`src/sv/cpr_pkg.sv`:
```
// Shared types and constants for the cycle perturbation ratio core.
// No dependencies; imported by the controller, the datapath and the top level.
`default_nettype none

package cpr_pkg;

  // Defaults for the top-level parameters
  localparam int MAX_ITEMS_DEF   = 65536;
  localparam int VALUE_BITS_DEF  = 24;

  // Fixed field widths
  localparam int RATIO_W         = 18;   // Q2.16
  localparam int FRAC_W          = 16;
  localparam int TERMS_W         = 17;
  localparam int STATUS_W        = 2;
  localparam int CFG_IDX_W       = 1;
  localparam int CFG_DATA_W      = 24;
  localparam int MIN_VALID_RESET = 16;

  localparam logic [RATIO_W-1:0] RATIO_MAX = '1;

  // Register indexes on the config port
  localparam logic [CFG_IDX_W-1:0] REG_MODE      = 1'b0;
  localparam logic [CFG_IDX_W-1:0] REG_MIN_VALID = 1'b1;

  // Mode codes
  localparam logic MODE_LOCAL = 1'b0;
  localparam logic MODE_THREE = 1'b1;

  // Result status codes
  typedef enum logic [STATUS_W-1:0] {
    ST_OK       = 2'd0,
    ST_TOO_FEW  = 2'd1,
    ST_NO_TERMS = 2'd2,
    ST_TOO_LONG = 2'd3
  } cpr_status_t;

  // Controller to datapath commands
  typedef struct packed {
    logic acc;     // accumulate the input word
    logic setup;   // grade the sequence, load divider, clear sequence state
    logic check;   // early-out check (bad status or saturation)
    logic step;    // one quotient bit
    logic load;    // move result into the output register
  } cpr_cmd_t;

  // Datapath to controller status
  typedef struct packed {
    logic early;     // no iteration needed
    logic out_busy;  // output register holds a word that is stalled
  } cpr_sts_t;

endpackage

`default_nettype wire

```
`src/sv/cpr_datapath.sv`:
```
// Datapath: config registers, sequence accumulators, restoring divider, output register.
// Depends on cpr_pkg; driven by cpr_controller through cpr_cmd_t.
`default_nettype none

module cpr_datapath #(
  parameter int MAX_ITEMS  = 65536,
  parameter int VALUE_BITS = 24
) (
  input  wire                              clk,
  input  wire                              rst,
  input  wire                              cfg_valid,
  input  wire  [cpr_pkg::CFG_IDX_W-1:0]    cfg_index,
  input  wire  [cpr_pkg::CFG_DATA_W-1:0]   cfg_data,
  input  wire  [VALUE_BITS-1:0]            value,
  input  wire                              out_stall,
  input  cpr_pkg::cpr_cmd_t                cmd,
  output cpr_pkg::cpr_sts_t                sts,
  output logic                             out_valid,
  output logic [cpr_pkg::RATIO_W-1:0]      ratio,
  output logic [cpr_pkg::TERMS_W-1:0]      valid_terms,
  output logic [cpr_pkg::STATUS_W-1:0]     status
);
  import cpr_pkg::*;

  localparam int CNT_W  = $clog2(MAX_ITEMS + 2);
  localparam int LOG_W  = $clog2(MAX_ITEMS);
  localparam int VSUM_W = VALUE_BITS + LOG_W;
  localparam int DSUM_W = VALUE_BITS + 1 + LOG_W;
  localparam int DEN_W  = VSUM_W + 2;
  localparam int REM_W  = DEN_W + 1;
  localparam int DEV_W  = VALUE_BITS + 2;
  localparam int CMP_W  = (VALUE_BITS > CFG_DATA_W) ? VALUE_BITS : CFG_DATA_W;

  // Config
  logic                  mode;
  logic [CFG_DATA_W-1:0] min_valid;

  // Sequence state
  logic [VALUE_BITS-1:0] prev_value;
  logic [VALUE_BITS-1:0] prev_prev_value;
  logic [DSUM_W-1:0]     deviation_sum;
  logic [VSUM_W-1:0]     value_sum;
  logic [CNT_W-1:0]      term_count;
  logic [CNT_W-1:0]      item_count;

  // Divider
  logic [DEN_W-1:0]      den;
  logic [REM_W-1:0]      rem;
  logic [RATIO_W-1:0]    sh;
  logic [RATIO_W-1:0]    quo;
  cpr_status_t           res_status;
  logic [TERMS_W-1:0]    res_terms;

  // Per-word terms
  logic [CMP_W-1:0]  v_c, p_c, pp_c, mv_c;
  logic              active, seen_one, seen_two;
  logic              use_local, use_three, use_term;
  logic [DEV_W-1:0]  twice, outer, dev_three, dev_local, dev_add;
  logic [VALUE_BITS-1:0] val_add;

  always_comb begin
    v_c  = CMP_W'(value);
    p_c  = CMP_W'(prev_value);
    pp_c = CMP_W'(prev_prev_value);
    mv_c = CMP_W'(min_valid);
    active   = item_count < CNT_W'(MAX_ITEMS);
    seen_one = item_count != '0;
    seen_two = item_count >= CNT_W'(2);
    use_local = seen_one && (v_c > mv_c) && (p_c > mv_c);
    use_three = seen_two && (v_c >= mv_c) && (p_c >= mv_c) && (pp_c >= mv_c);
    twice = {1'b0, prev_value, 1'b0};
    outer = DEV_W'(prev_prev_value) + DEV_W'(value);
    dev_three = (twice > outer) ? (twice - outer) : (outer - twice);
    dev_local = (value > prev_value) ? DEV_W'(value - prev_value)
                                     : DEV_W'(prev_value - value);
    if (mode == MODE_LOCAL) begin
      use_term = active && use_local;
      dev_add  = dev_local;
      val_add  = value;
    end else begin
      use_term = active && use_three;
      dev_add  = dev_three;
      val_add  = prev_value;
    end
  end

  // Sequence grading at setup (registers already hold the final word)
  cpr_status_t       grade;
  logic [CNT_W-1:0]  need;
  logic [DEN_W-1:0]  den_setup;

  always_comb begin
    need = (mode == MODE_LOCAL) ? CNT_W'(2) : CNT_W'(3);
    if (item_count > CNT_W'(MAX_ITEMS)) begin
      grade = ST_TOO_LONG;
    end else if (item_count < need) begin
      grade = ST_TOO_FEW;
    end else if (term_count == '0 || value_sum == '0) begin
      grade = ST_NO_TERMS;
    end else begin
      grade = ST_OK;
    end
    if (mode == MODE_LOCAL) begin
      den_setup = DEN_W'(value_sum);
    end else begin
      den_setup = DEN_W'(value_sum) + {1'b0, value_sum, 1'b0};
    end
  end

  // Divider step: shift in next dividend bit, subtract when it fits
  logic [REM_W-1:0] rem_sh;
  logic             fits;
  logic             sat;

  always_comb begin
    rem_sh = {rem[REM_W-2:0], sh[RATIO_W-1]};
    fits   = rem_sh >= REM_W'(den);
    sat    = rem >= REM_W'(den);
    sts.early    = (res_status != ST_OK) || sat;
    sts.out_busy = out_valid && out_stall;
  end

  always_ff @(posedge clk) begin
    if (rst) begin
      mode            <= MODE_LOCAL;
      min_valid       <= CFG_DATA_W'(MIN_VALID_RESET);
      prev_value      <= '0;
      prev_prev_value <= '0;
      deviation_sum   <= '0;
      value_sum       <= '0;
      term_count      <= '0;
      item_count      <= '0;
      out_valid       <= 1'b0;
    end else begin
      // config writes
      if (cfg_valid) begin
        unique case (cfg_index)
          REG_MODE:      mode      <= cfg_data[0];
          REG_MIN_VALID: min_valid <= cfg_data;
        endcase
      end

      // accumulate one word
      if (cmd.acc) begin
        if (item_count <= CNT_W'(MAX_ITEMS)) begin
          item_count <= item_count + 1'b1;
        end
        if (active) begin
          prev_prev_value <= prev_value;
          prev_value      <= value;
          if (use_term) begin
            deviation_sum <= deviation_sum + DSUM_W'(dev_add);
            value_sum     <= value_sum + VSUM_W'(val_add);
            term_count    <= term_count + 1'b1;
          end
        end
      end

      // close the sequence
      if (cmd.setup) begin
        prev_value      <= '0;
        prev_prev_value <= '0;
        deviation_sum   <= '0;
        value_sum       <= '0;
        term_count      <= '0;
        item_count      <= '0;
      end

      // output register
      if (cmd.load) begin
        out_valid <= 1'b1;
      end else if (out_valid && !out_stall) begin
        out_valid <= 1'b0;
      end
    end
  end

  // Divider and result payload
  always_ff @(posedge clk) begin
    if (cmd.setup) begin
      den        <= den_setup;
      rem        <= REM_W'(deviation_sum >> 2);
      sh         <= {deviation_sum[1:0], {FRAC_W{1'b0}}};
      res_status <= grade;
      res_terms  <= TERMS_W'(term_count);
    end
    if (cmd.check) begin
      quo <= (res_status == ST_OK && sat) ? RATIO_MAX : '0;
    end
    if (cmd.step) begin
      rem <= fits ? (rem_sh - REM_W'(den)) : rem_sh;
      quo <= {quo[RATIO_W-2:0], fits};
      sh  <= {sh[RATIO_W-2:0], 1'b0};
    end
    if (cmd.load) begin
      ratio       <= quo;
      valid_terms <= res_terms;
      status      <= res_status;
    end
  end

  // Checks
  a_ratio_zero_on_error: assert property (@(posedge clk) disable iff (rst)
    (out_valid && status != ST_OK) |-> ratio == '0)
    else $error("nonzero ratio with error status");

  a_rem_below_den: assert property (@(posedge clk) disable iff (rst)
    cmd.step |-> rem < REM_W'(den))
    else $error("divider remainder out of range");

  a_item_count_bound: assert property (@(posedge clk) disable iff (rst)
    item_count <= CNT_W'(MAX_ITEMS + 1))
    else $error("item count past saturation");

endmodule

`default_nettype wire

```
`src/sv/cpr_controller.sv`:
```
// Controller: sequences accumulation, divider setup, iterations and result load.
// Depends on cpr_pkg; drives cpr_datapath through cpr_cmd_t.
`default_nettype none

module cpr_controller (
  input  wire                clk,
  input  wire                rst,
  input  wire                in_valid,
  input  wire                in_last,
  output logic               in_stall,
  input  cpr_pkg::cpr_sts_t  sts,
  output cpr_pkg::cpr_cmd_t  cmd
);
  import cpr_pkg::*;

  localparam int ITER_W = $clog2(RATIO_W);
  localparam logic [ITER_W-1:0] ITER_LAST = ITER_W'(RATIO_W - 1);

  typedef enum logic [2:0] {
    S_ACC,
    S_SETUP,
    S_CHECK,
    S_RUN,
    S_LOAD
  } state_t;

  state_t            state;
  logic [ITER_W-1:0] iter;

  // State and iteration count
  always_ff @(posedge clk) begin
    if (rst) begin
      state <= S_ACC;
      iter  <= '0;
    end else begin
      unique case (state)
        S_ACC: begin
          if (in_valid && in_last) begin
            state <= S_SETUP;
          end
        end
        S_SETUP: begin
          state <= S_CHECK;
        end
        S_CHECK: begin
          iter  <= '0;
          state <= sts.early ? S_LOAD : S_RUN;
        end
        S_RUN: begin
          if (iter == ITER_LAST) begin
            state <= S_LOAD;
          end else begin
            iter <= iter + 1'b1;
          end
        end
        S_LOAD: begin
          if (!sts.out_busy) begin
            state <= S_ACC;
          end
        end
        default: state <= S_ACC;
      endcase
    end
  end

  // Commands
  always_comb begin
    in_stall  = (state != S_ACC);
    cmd       = '0;
    cmd.acc   = (state == S_ACC) && in_valid;
    cmd.setup = (state == S_SETUP);
    cmd.check = (state == S_CHECK);
    cmd.step  = (state == S_RUN);
    cmd.load  = (state == S_LOAD) && !sts.out_busy;
  end

  // Checks
  a_last_starts_setup: assert property (@(posedge clk) disable iff (rst)
    (in_valid && !in_stall && in_last) |=> cmd.setup)
    else $error("last word did not start divider setup");

  a_load_when_free: assert property (@(posedge clk) disable iff (rst)
    cmd.load |-> !sts.out_busy)
    else $error("result loaded over a stalled word");

  a_iter_bound: assert property (@(posedge clk) disable iff (rst)
    (state == S_RUN) |-> iter <= ITER_LAST)
    else $error("divider iteration count overrun");

endmodule

`default_nettype wire

```
`src/sv/cycle_perturbation_ratio_core.sv`:
```
// Top level of the cycle perturbation ratio core (jitter/shimmer, local and RAP/APQ3).
// Depends on cpr_pkg, cpr_controller and cpr_datapath.
//
//   channel | handshake              | payload
//   --------+------------------------+-------------------------------------
//   in      | in_valid / in_stall    | value, last
//   out     | out_valid / out_stall  | ratio, valid_terms, status
//   cfg     | cfg_valid / cfg_ready  | cfg_index, cfg_data
//
// One value word is taken per cycle while a sequence accumulates.
// A word marked last stalls the input through setup, check, the restoring
// divider (one quotient bit per cycle) and result load; the divider is skipped
// on an error status or a saturated ratio, and the load waits on a stalled output word.
// The next sequence can start while the previous result waits on out_stall.
// Reset is synchronous, active high; it clears all sequence state and sets config to its defaults.
`default_nettype none

module cycle_perturbation_ratio_core #(
  parameter int MAX_ITEMS  = cpr_pkg::MAX_ITEMS_DEF,
  parameter int VALUE_BITS = cpr_pkg::VALUE_BITS_DEF
) (
  input  wire                              clk,
  input  wire                              rst,
  input  wire                              in_valid,
  output logic                             in_stall,
  input  wire  [VALUE_BITS-1:0]            value,
  input  wire                              last,
  output logic                             out_valid,
  input  wire                              out_stall,
  output logic [cpr_pkg::RATIO_W-1:0]      ratio,
  output logic [cpr_pkg::TERMS_W-1:0]      valid_terms,
  output logic [cpr_pkg::STATUS_W-1:0]     status,
  input  wire                              cfg_valid,
  output logic                             cfg_ready,
  input  wire  [cpr_pkg::CFG_IDX_W-1:0]    cfg_index,
  input  wire  [cpr_pkg::CFG_DATA_W-1:0]   cfg_data
);
  import cpr_pkg::*;

  cpr_cmd_t cmd;
  cpr_sts_t sts;

  // Config registers take a write on any cycle
  assign cfg_ready = 1'b1;

  cpr_controller u_ctrl (
    .clk      (clk),
    .rst      (rst),
    .in_valid (in_valid),
    .in_last  (last),
    .in_stall (in_stall),
    .sts      (sts),
    .cmd      (cmd)
  );

  cpr_datapath #(
    .MAX_ITEMS  (MAX_ITEMS),
    .VALUE_BITS (VALUE_BITS)
  ) u_dp (
    .clk         (clk),
    .rst         (rst),
    .cfg_valid   (cfg_valid),
    .cfg_index   (cfg_index),
    .cfg_data    (cfg_data),
    .value       (value),
    .out_stall   (out_stall),
    .cmd         (cmd),
    .sts         (sts),
    .out_valid   (out_valid),
    .ratio       (ratio),
    .valid_terms (valid_terms),
    .status      (status)
  );

endmodule

`default_nettype wire
```
`config.mk`:
```
export PLATFORM = sky130hd
export DESIGN_NAME = cycle_perturbation_ratio_core
export DESIGN_NICKNAME = d
export VERILOG_FILES = /design/src/sv/cpr_pkg.sv /design/src/sv/cpr_datapath.sv /design/src/sv/cpr_controller.sv /design/src/sv/cycle_perturbation_ratio_core.sv
export SDC_FILE = /design/constraint.sdc
export NUM_CORES = 1
export LEC_CHECK = 0
export ABC_AREA = 1
export BUFFER_PORTS_ARGS = -buffer_cell sky130_fd_sc_hd__buf_2
export CELL_PAD_IN_SITES_DETAIL_PLACEMENT = 1
export CELL_PAD_IN_SITES_GLOBAL_PLACEMENT = 1
export CORE_MARGIN = 4
export CORE_UTILIZATION = 35
export DETAILED_ROUTE_END_ITERATION = 6
export GPL_ROUTABILITY_DRIVEN = 1
export PLACE_DENSITY_LB_ADDON = 0.1
export SLEW_MARGIN = 15
export SYNTH_ARGS = -nofsm -noshare
export SYNTH_HDL_FRONTEND = slang
export SYNTH_SLANG_ARGS = --single-unit
```
`constraint.sdc`:
```
create_clock -name clk -period 6 [get_ports clk]
set_clock_uncertainty 0.2 [all_clocks]
set_input_delay 0 -clock clk [delete_from_list [all_inputs] [get_ports clk]]
set_output_delay 0 -clock clk [all_outputs]
set_load 0.02 [all_outputs]
```
# Yosys cells after proc, flatten, opt, wreduce, memory -nomap -nowiden
# Index checks and enable logic that the tools add are counted.
word_totals:
  register_bits: 358
  elab_cells: 121
  input_bits: 55
classes:
  bitwise: 1
  n_reduce_logical: 36
  n_lt_le_gt_ge: 14
  n_addsub: 12
  muxes: 26
  n_eq_ne: 9
ops:
  columns: ["operator", "n"]
  rows:
  - ["$mux 43", 3]
  - ["$mux 18", 5]
  - ["$ge 43x42->1", 2]
  - ["$mux 26", 3]
  - ["$ge 24x24->1", 3]
  - ["$gt 24x24->1", 3]
  - ["$sub 24x24->25", 2]
  - ["$sub 43x42->43", 1]
  - ["$add 40x41->42", 1]
  - ["$add 41x26->41", 1]
  - ["$add 40x24->40", 1]
  - ["$logic_not 40->1", 1]
  - ["$mux 40", 1]
  - ["$add 17x1->17 const B", 2]
  - ["$gt 25x26->1", 1]
  - ["$sub 25x26->26", 1]
  - ["$sub 26x25->26", 1]
  - ["$add 24x24->25", 1]
  - ["$mux 24", 1]
  - ["$ge 17x2->1 const B", 1]
  - ["$gt 17x17->1 const B", 1]
  - ["$le 17x17->1 const B", 1]
  - ["$logic_not 17->1", 1]
  - ["$lt 17x17->1", 1]
  - ["26 further kinds", 59]

# Longest topological paths before layout
logic_depth:
  ltp_word: 7
  ltp_mapped: 43
  mapped_depth_nobuf: 41

# By module
# A second synthesis with hierarchy kept.
unflattened:
  hier_cells: 5980
  area_unflattened_um2: 37320.8
modules_own_cells:
  columns: ["module", "n_inst", "area_each_um2", "cells_per_inst"]
  rows:
  - ["cpr_datapath", 1, 36760.3, 5894]
  - ["cpr_controller", 1, 549.3, 84]
  - ["cycle_perturbation_ratio_core", 1, 11.3, 2]

# Worst setup path before layout
# Ideal clock, no wire load.
synth_path:
  path_type: "reg-to-reg"
  start: "register u_dp.prev_prev_value[0], in the netlist u_dp.pp_c[0]"
  end: "register u_dp.deviation_sum[22]"
  arrival_time_ps: 5056
  path_slack_ps: 632
  path_stages_with_launch: 40
  path_buffers: 2
  cell_sequence: "dfxtp_1 -> ha_1 -> fa_1 -> nand3_1 -> nand2_1 -> a21oi_1 -> o21ai_0 -> a21oi_1 -> o21bai_1 -> nand2_1 -> nand2_1 -> nand2_1 -> nand2_1 -> ha_1 -> buf_2 -> nand2_1 -> nor2_2 -> nand2_1 -> [4 not listed] -> buf_6 -> o211ai_1 -> nand2_1 -> fa_1 -> inv_1 -> nand3_1 -> nand2_1 -> nand2_1 -> nand2_1 -> nand3_1 -> nand2_1 -> nand2_1 -> nand2_1 -> nand2_1 -> nand2_1 -> nand3_1 -> nand2_1 -> nor2_1"
synth_between:
  elab_chain_len: 5
synth_lines:
  columns: ["item", "line_no", "rtl"]
  rows:
  - ["from (decl)", "cpr_datapath.sv:40", "logic [VALUE_BITS-1:0] prev_prev_value;"]
  - ["from (signal assigned)", "cpr_datapath.sv:149", "prev_prev_value <= prev_value;"]
  - ["$add 24x24->25 / $ge 24x24->1 (equally long branches)", "cpr_datapath.sv:72, cpr_datapath.sv:70", null]
  - ["$sub 26x25->26, or another cell as far along", "cpr_datapath.sv:73", "dev_three = (twice > outer) ? (twice - outer) : (outer - twice);"]
  - ["$mux 26 / $logic_and 1x1->1 (equally long branches)", "cpr_datapath.sv:73, cpr_datapath.sv:81", null]
  - ["$mux 26 / $mux 1 (equally long branches)", "cpr_datapath.sv:76", "if (mode == MODE_LOCAL) begin"]
  - ["$add 41x26->41 / $reduce_and 3->1 (equally long branches)", null, null]
  - ["to (signal assigned)", "cpr_datapath.sv:152", "deviation_sum <= deviation_sum + DSUM_W'(dev_add);"]
  - ["to (decl)", "cpr_datapath.sv:41", "logic [DSUM_W-1:0] deviation_sum;"]
# Several ways; a longest one is shown, not always the timed one.
# A chain may end at the register's enable or synchronous reset.

# Final worst setup path
layout_path:
  start: "register u_dp.prev_prev_value[0], in the netlist u_dp.pp_c[0]"
  end: "register u_dp.deviation_sum[32]"
# Same word-level chain as after synthesis.

==> qor.yml <==
setup_violations: 0
vias: 40792
p_leak_nw: 20.75
wl_per_cell_um: 21.98
crit_type: "register to register"
peakVddDrop_mv: 0.2486
place_area_um2: 40100
synth_ff_type: "dfxtp_1"
grt_max_degree: 97
hold_start: "in_valid"
insertion_delay_ns: 0.66
max_freq_mhz: 174.4
gp_congestion: 0.9512
area_delta_synth_final_pct: 17.27
ff2ff_path_depth: 38
io_buffers: 93
die_h_um: 334.6
tightestPinTransition_ns: 1.084
drtPass1Iterations: 7
holdPathEnd: "u_dp.item_count[1]"
crit_slowest_cell: "fa_1"
antenna_found_initial: 3
startpoint_type: "register"
whs_path_depth: 5
status: "finished clean"
endpoint_kind: "register"
die_area_um2: 112000
synth_cells: 5985
avgSynthCellArea_um2: 6.239
async_flop_share_pct: 0
drv_slew: 0
grt_pass1_vias: 41244
drt_iter0_drc: 2475
final_area_um2: 43790
cts_made_buffers: 47
root_buffer: "clkbuf_16"
ys_seq_area_share_pct: 23.51
path_common_cell: "nand2_1"
drc: 0
cp.arrival_ns: 6.10
hpwl_mm: 138.2
mostFrequentLayoutCell: "nand2_1"
period_share_pct: 95.59
synth_warnings: 0
r2r_end: "u_dp.deviation_sum[32]"
finalHoldViolCount: 0
min_period_ns: 5.735
grt_usage_pct: 29.55
cp.required_ns: 6.37
gr-total-overflow: 0
ioPinCount: 95
hold_class: "primary input to register"
syn_area_um2: 37340
cts.clk_slew.worst_paths_ns: 0.06
clk_path_buf_depth: 3
reg2reg_from: "u_dp.pp_c[0]"
yosysUniqueCellTypes: 62
slew_headroom_pct: 27.54
reg2reg_slack_ns: 0.26
wl_mm: 169.6
synth_edf_count: 161
synth-seq-cells: 358
fp.dieW_um: 334.6
max_stage_delay_ns: 0.38
cap_violations: 0
cp_max_fo: 5
drive_above_1_share_pct: 9.396
final_core_util_pct: 41.48
ant_nets: 0
syn-num-nets: 6443
fp-row-count: 119
final_cell_mix: "nand2_1, inv_1, nor2_1"
grt_first_pass_wirelength_mm: 254.4
start_util_pct: 35.37
place_ws_ns: -0.02096
cts_htree_levels: 2
power_density_nw_per_um2: 499.7
fin_nets: 6741
viasPerCell: 5.288
coreArea_um2: 105600
cts_sinks: 358
final.setup.worst_slack_ns: 0.2649
cts_tree: "built"
==> critical path: cells and delay by family (launching register included) <==
kind,cells,cell delay (ns)
AO/OA/AOI/OAI,9,1.73
flip-flops,1,0.32
adder cells (fa/ha/maj),4,1.19
AND/OR/NAND/NOR,20,1.65
buffers and inverters,5,0.56
==> Yosys cell counts (all sizes together), types with 16 or more instances <==
cell type  number  area, um2
nand3b         16      120.1
nor2          670       2624
nand4         109      696.9
xor2           97      849.6
buf            75      480.5
nand2        1920       7292
o21bai         40      300.3
xnor2          76      665.6
o21ai         331       1672
inv           814       3055
clkbuf         62      240.2
edfxtp        161       4835
a21o           20      150.1
ha            394       4930
dfxtp         197       3944
nor3           58      322.8
a21oi         467       2379
nand3         381       1987
==> state kept, by name, indices dropped and copies added (netlist names), 3 cells and up <==
| signal | count |
|---|---|
| u_ctrl.iter | 5 |
| u_ctrl.state | 3 |
| u_dp.den | 42 |
| u_dp.deviation_sum | 41 |
| u_dp.item_count | 17 |
| u_dp.min_valid | 24 |
| u_dp.p_c | 24 |
| u_dp.pp_c | 24 |
| u_dp.quo | 18 |
| u_dp.ratio | 18 |
| u_dp.rem | 43 |
| u_dp.res_terms | 17 |
| u_dp.term_count | 17 |
| u_dp.valid_terms | 17 |
| u_dp.value_sum | 40 |
==> routing by layer <==
layer	vias up	share of wire, %	wire, um	track usage, %
met2	878	44	74890	47.47
met4	0	3.1	5233	8.166
met1	19796	48	81710	42.20
met5	-	0	0	0
met3	210	4.6	7731	3.080
li1	19908	-	-	-
==> layout make-up <==
type | count | area, um2
Tap cell | 1391 | 1740
Clock buffer | 59 | 1271
Antenna cell | 1 | 2.502
Multi-Input combinational cell | 4675 | 25570
Sequential cell | 358 | 8782
Timing Repair Buffer | 386 | 3053
Inverter | 815 | 3060
Clock inverter | 29 | 314.1
Fill cell | 13886 | 61770
==> through the flow <==
step                power [W]  cells  setup TNS [ns]  hold WS [ns]
finish                0.02188   7714               0       0.08145
global route          0.02357   7714         -0.1797       0.09325
CTS                   0.02078   7706               0       0.03283
detailed placement    0.01763   7495        -0.02096       0.03627
global placement      0.01747   7495        -0.09042       0.02775
floorplan             0.01240   5985               0       -0.1309
==> worst max path at each step <==
stage	startpoint	to	slack, ns	cells after the start
floorplan	u_dp.pp_c[0]	u_dp.deviation_sum[22]	0.63	39
global placement	u_dp.pp_c[10]	u_dp.deviation_sum[19]	-0.09	31
detailed placement	u_dp.pp_c[2]	u_dp.deviation_sum[19]	-0.02	34
CTS	u_dp.pp_c[2]	u_dp.deviation_sum[19]	0.04	38
global route	u_dp.pp_c[0]	u_dp.deviation_sum[34]	-0.05	37
finish	u_dp.pp_c[0]	u_dp.deviation_sum[32]	0.26	38
==> kinds of logic after synthesis <==
family                     after synthesis  synth area share [%]
and+or+nand+nor                       3190                 35.55
xor gates and xnor gates               173                 4.057
DFF                                    358                 23.51
other                                    1               0.01004
AOI/OAI and AO/OA                      908                 13.07
buffers and inverters                  952                 10.12
adders and majority gates              403                 13.68
==> what timing repair did <==
item,CTS,global route
gates cloned,0,3
pin swaps,0,24
resized for setup,4,185
endpoints found under the setup margin,1,36
buffers inserted,0,4
hold endpoints to repair,95,0
hold buffers,123,0
==> report_power, final <==
| group | switching [W] | internal [W] | total, W |
|---|---|---|---|
| logic | 0.0100 | 0.00515 | 0.0152 |
| registers | 0.000551 | 0.00321 | 0.00376 |
| clock network | 0.00130 | 0.00166 | 0.00296 |
No activity file was read; power rests on OpenSTA's default activity.
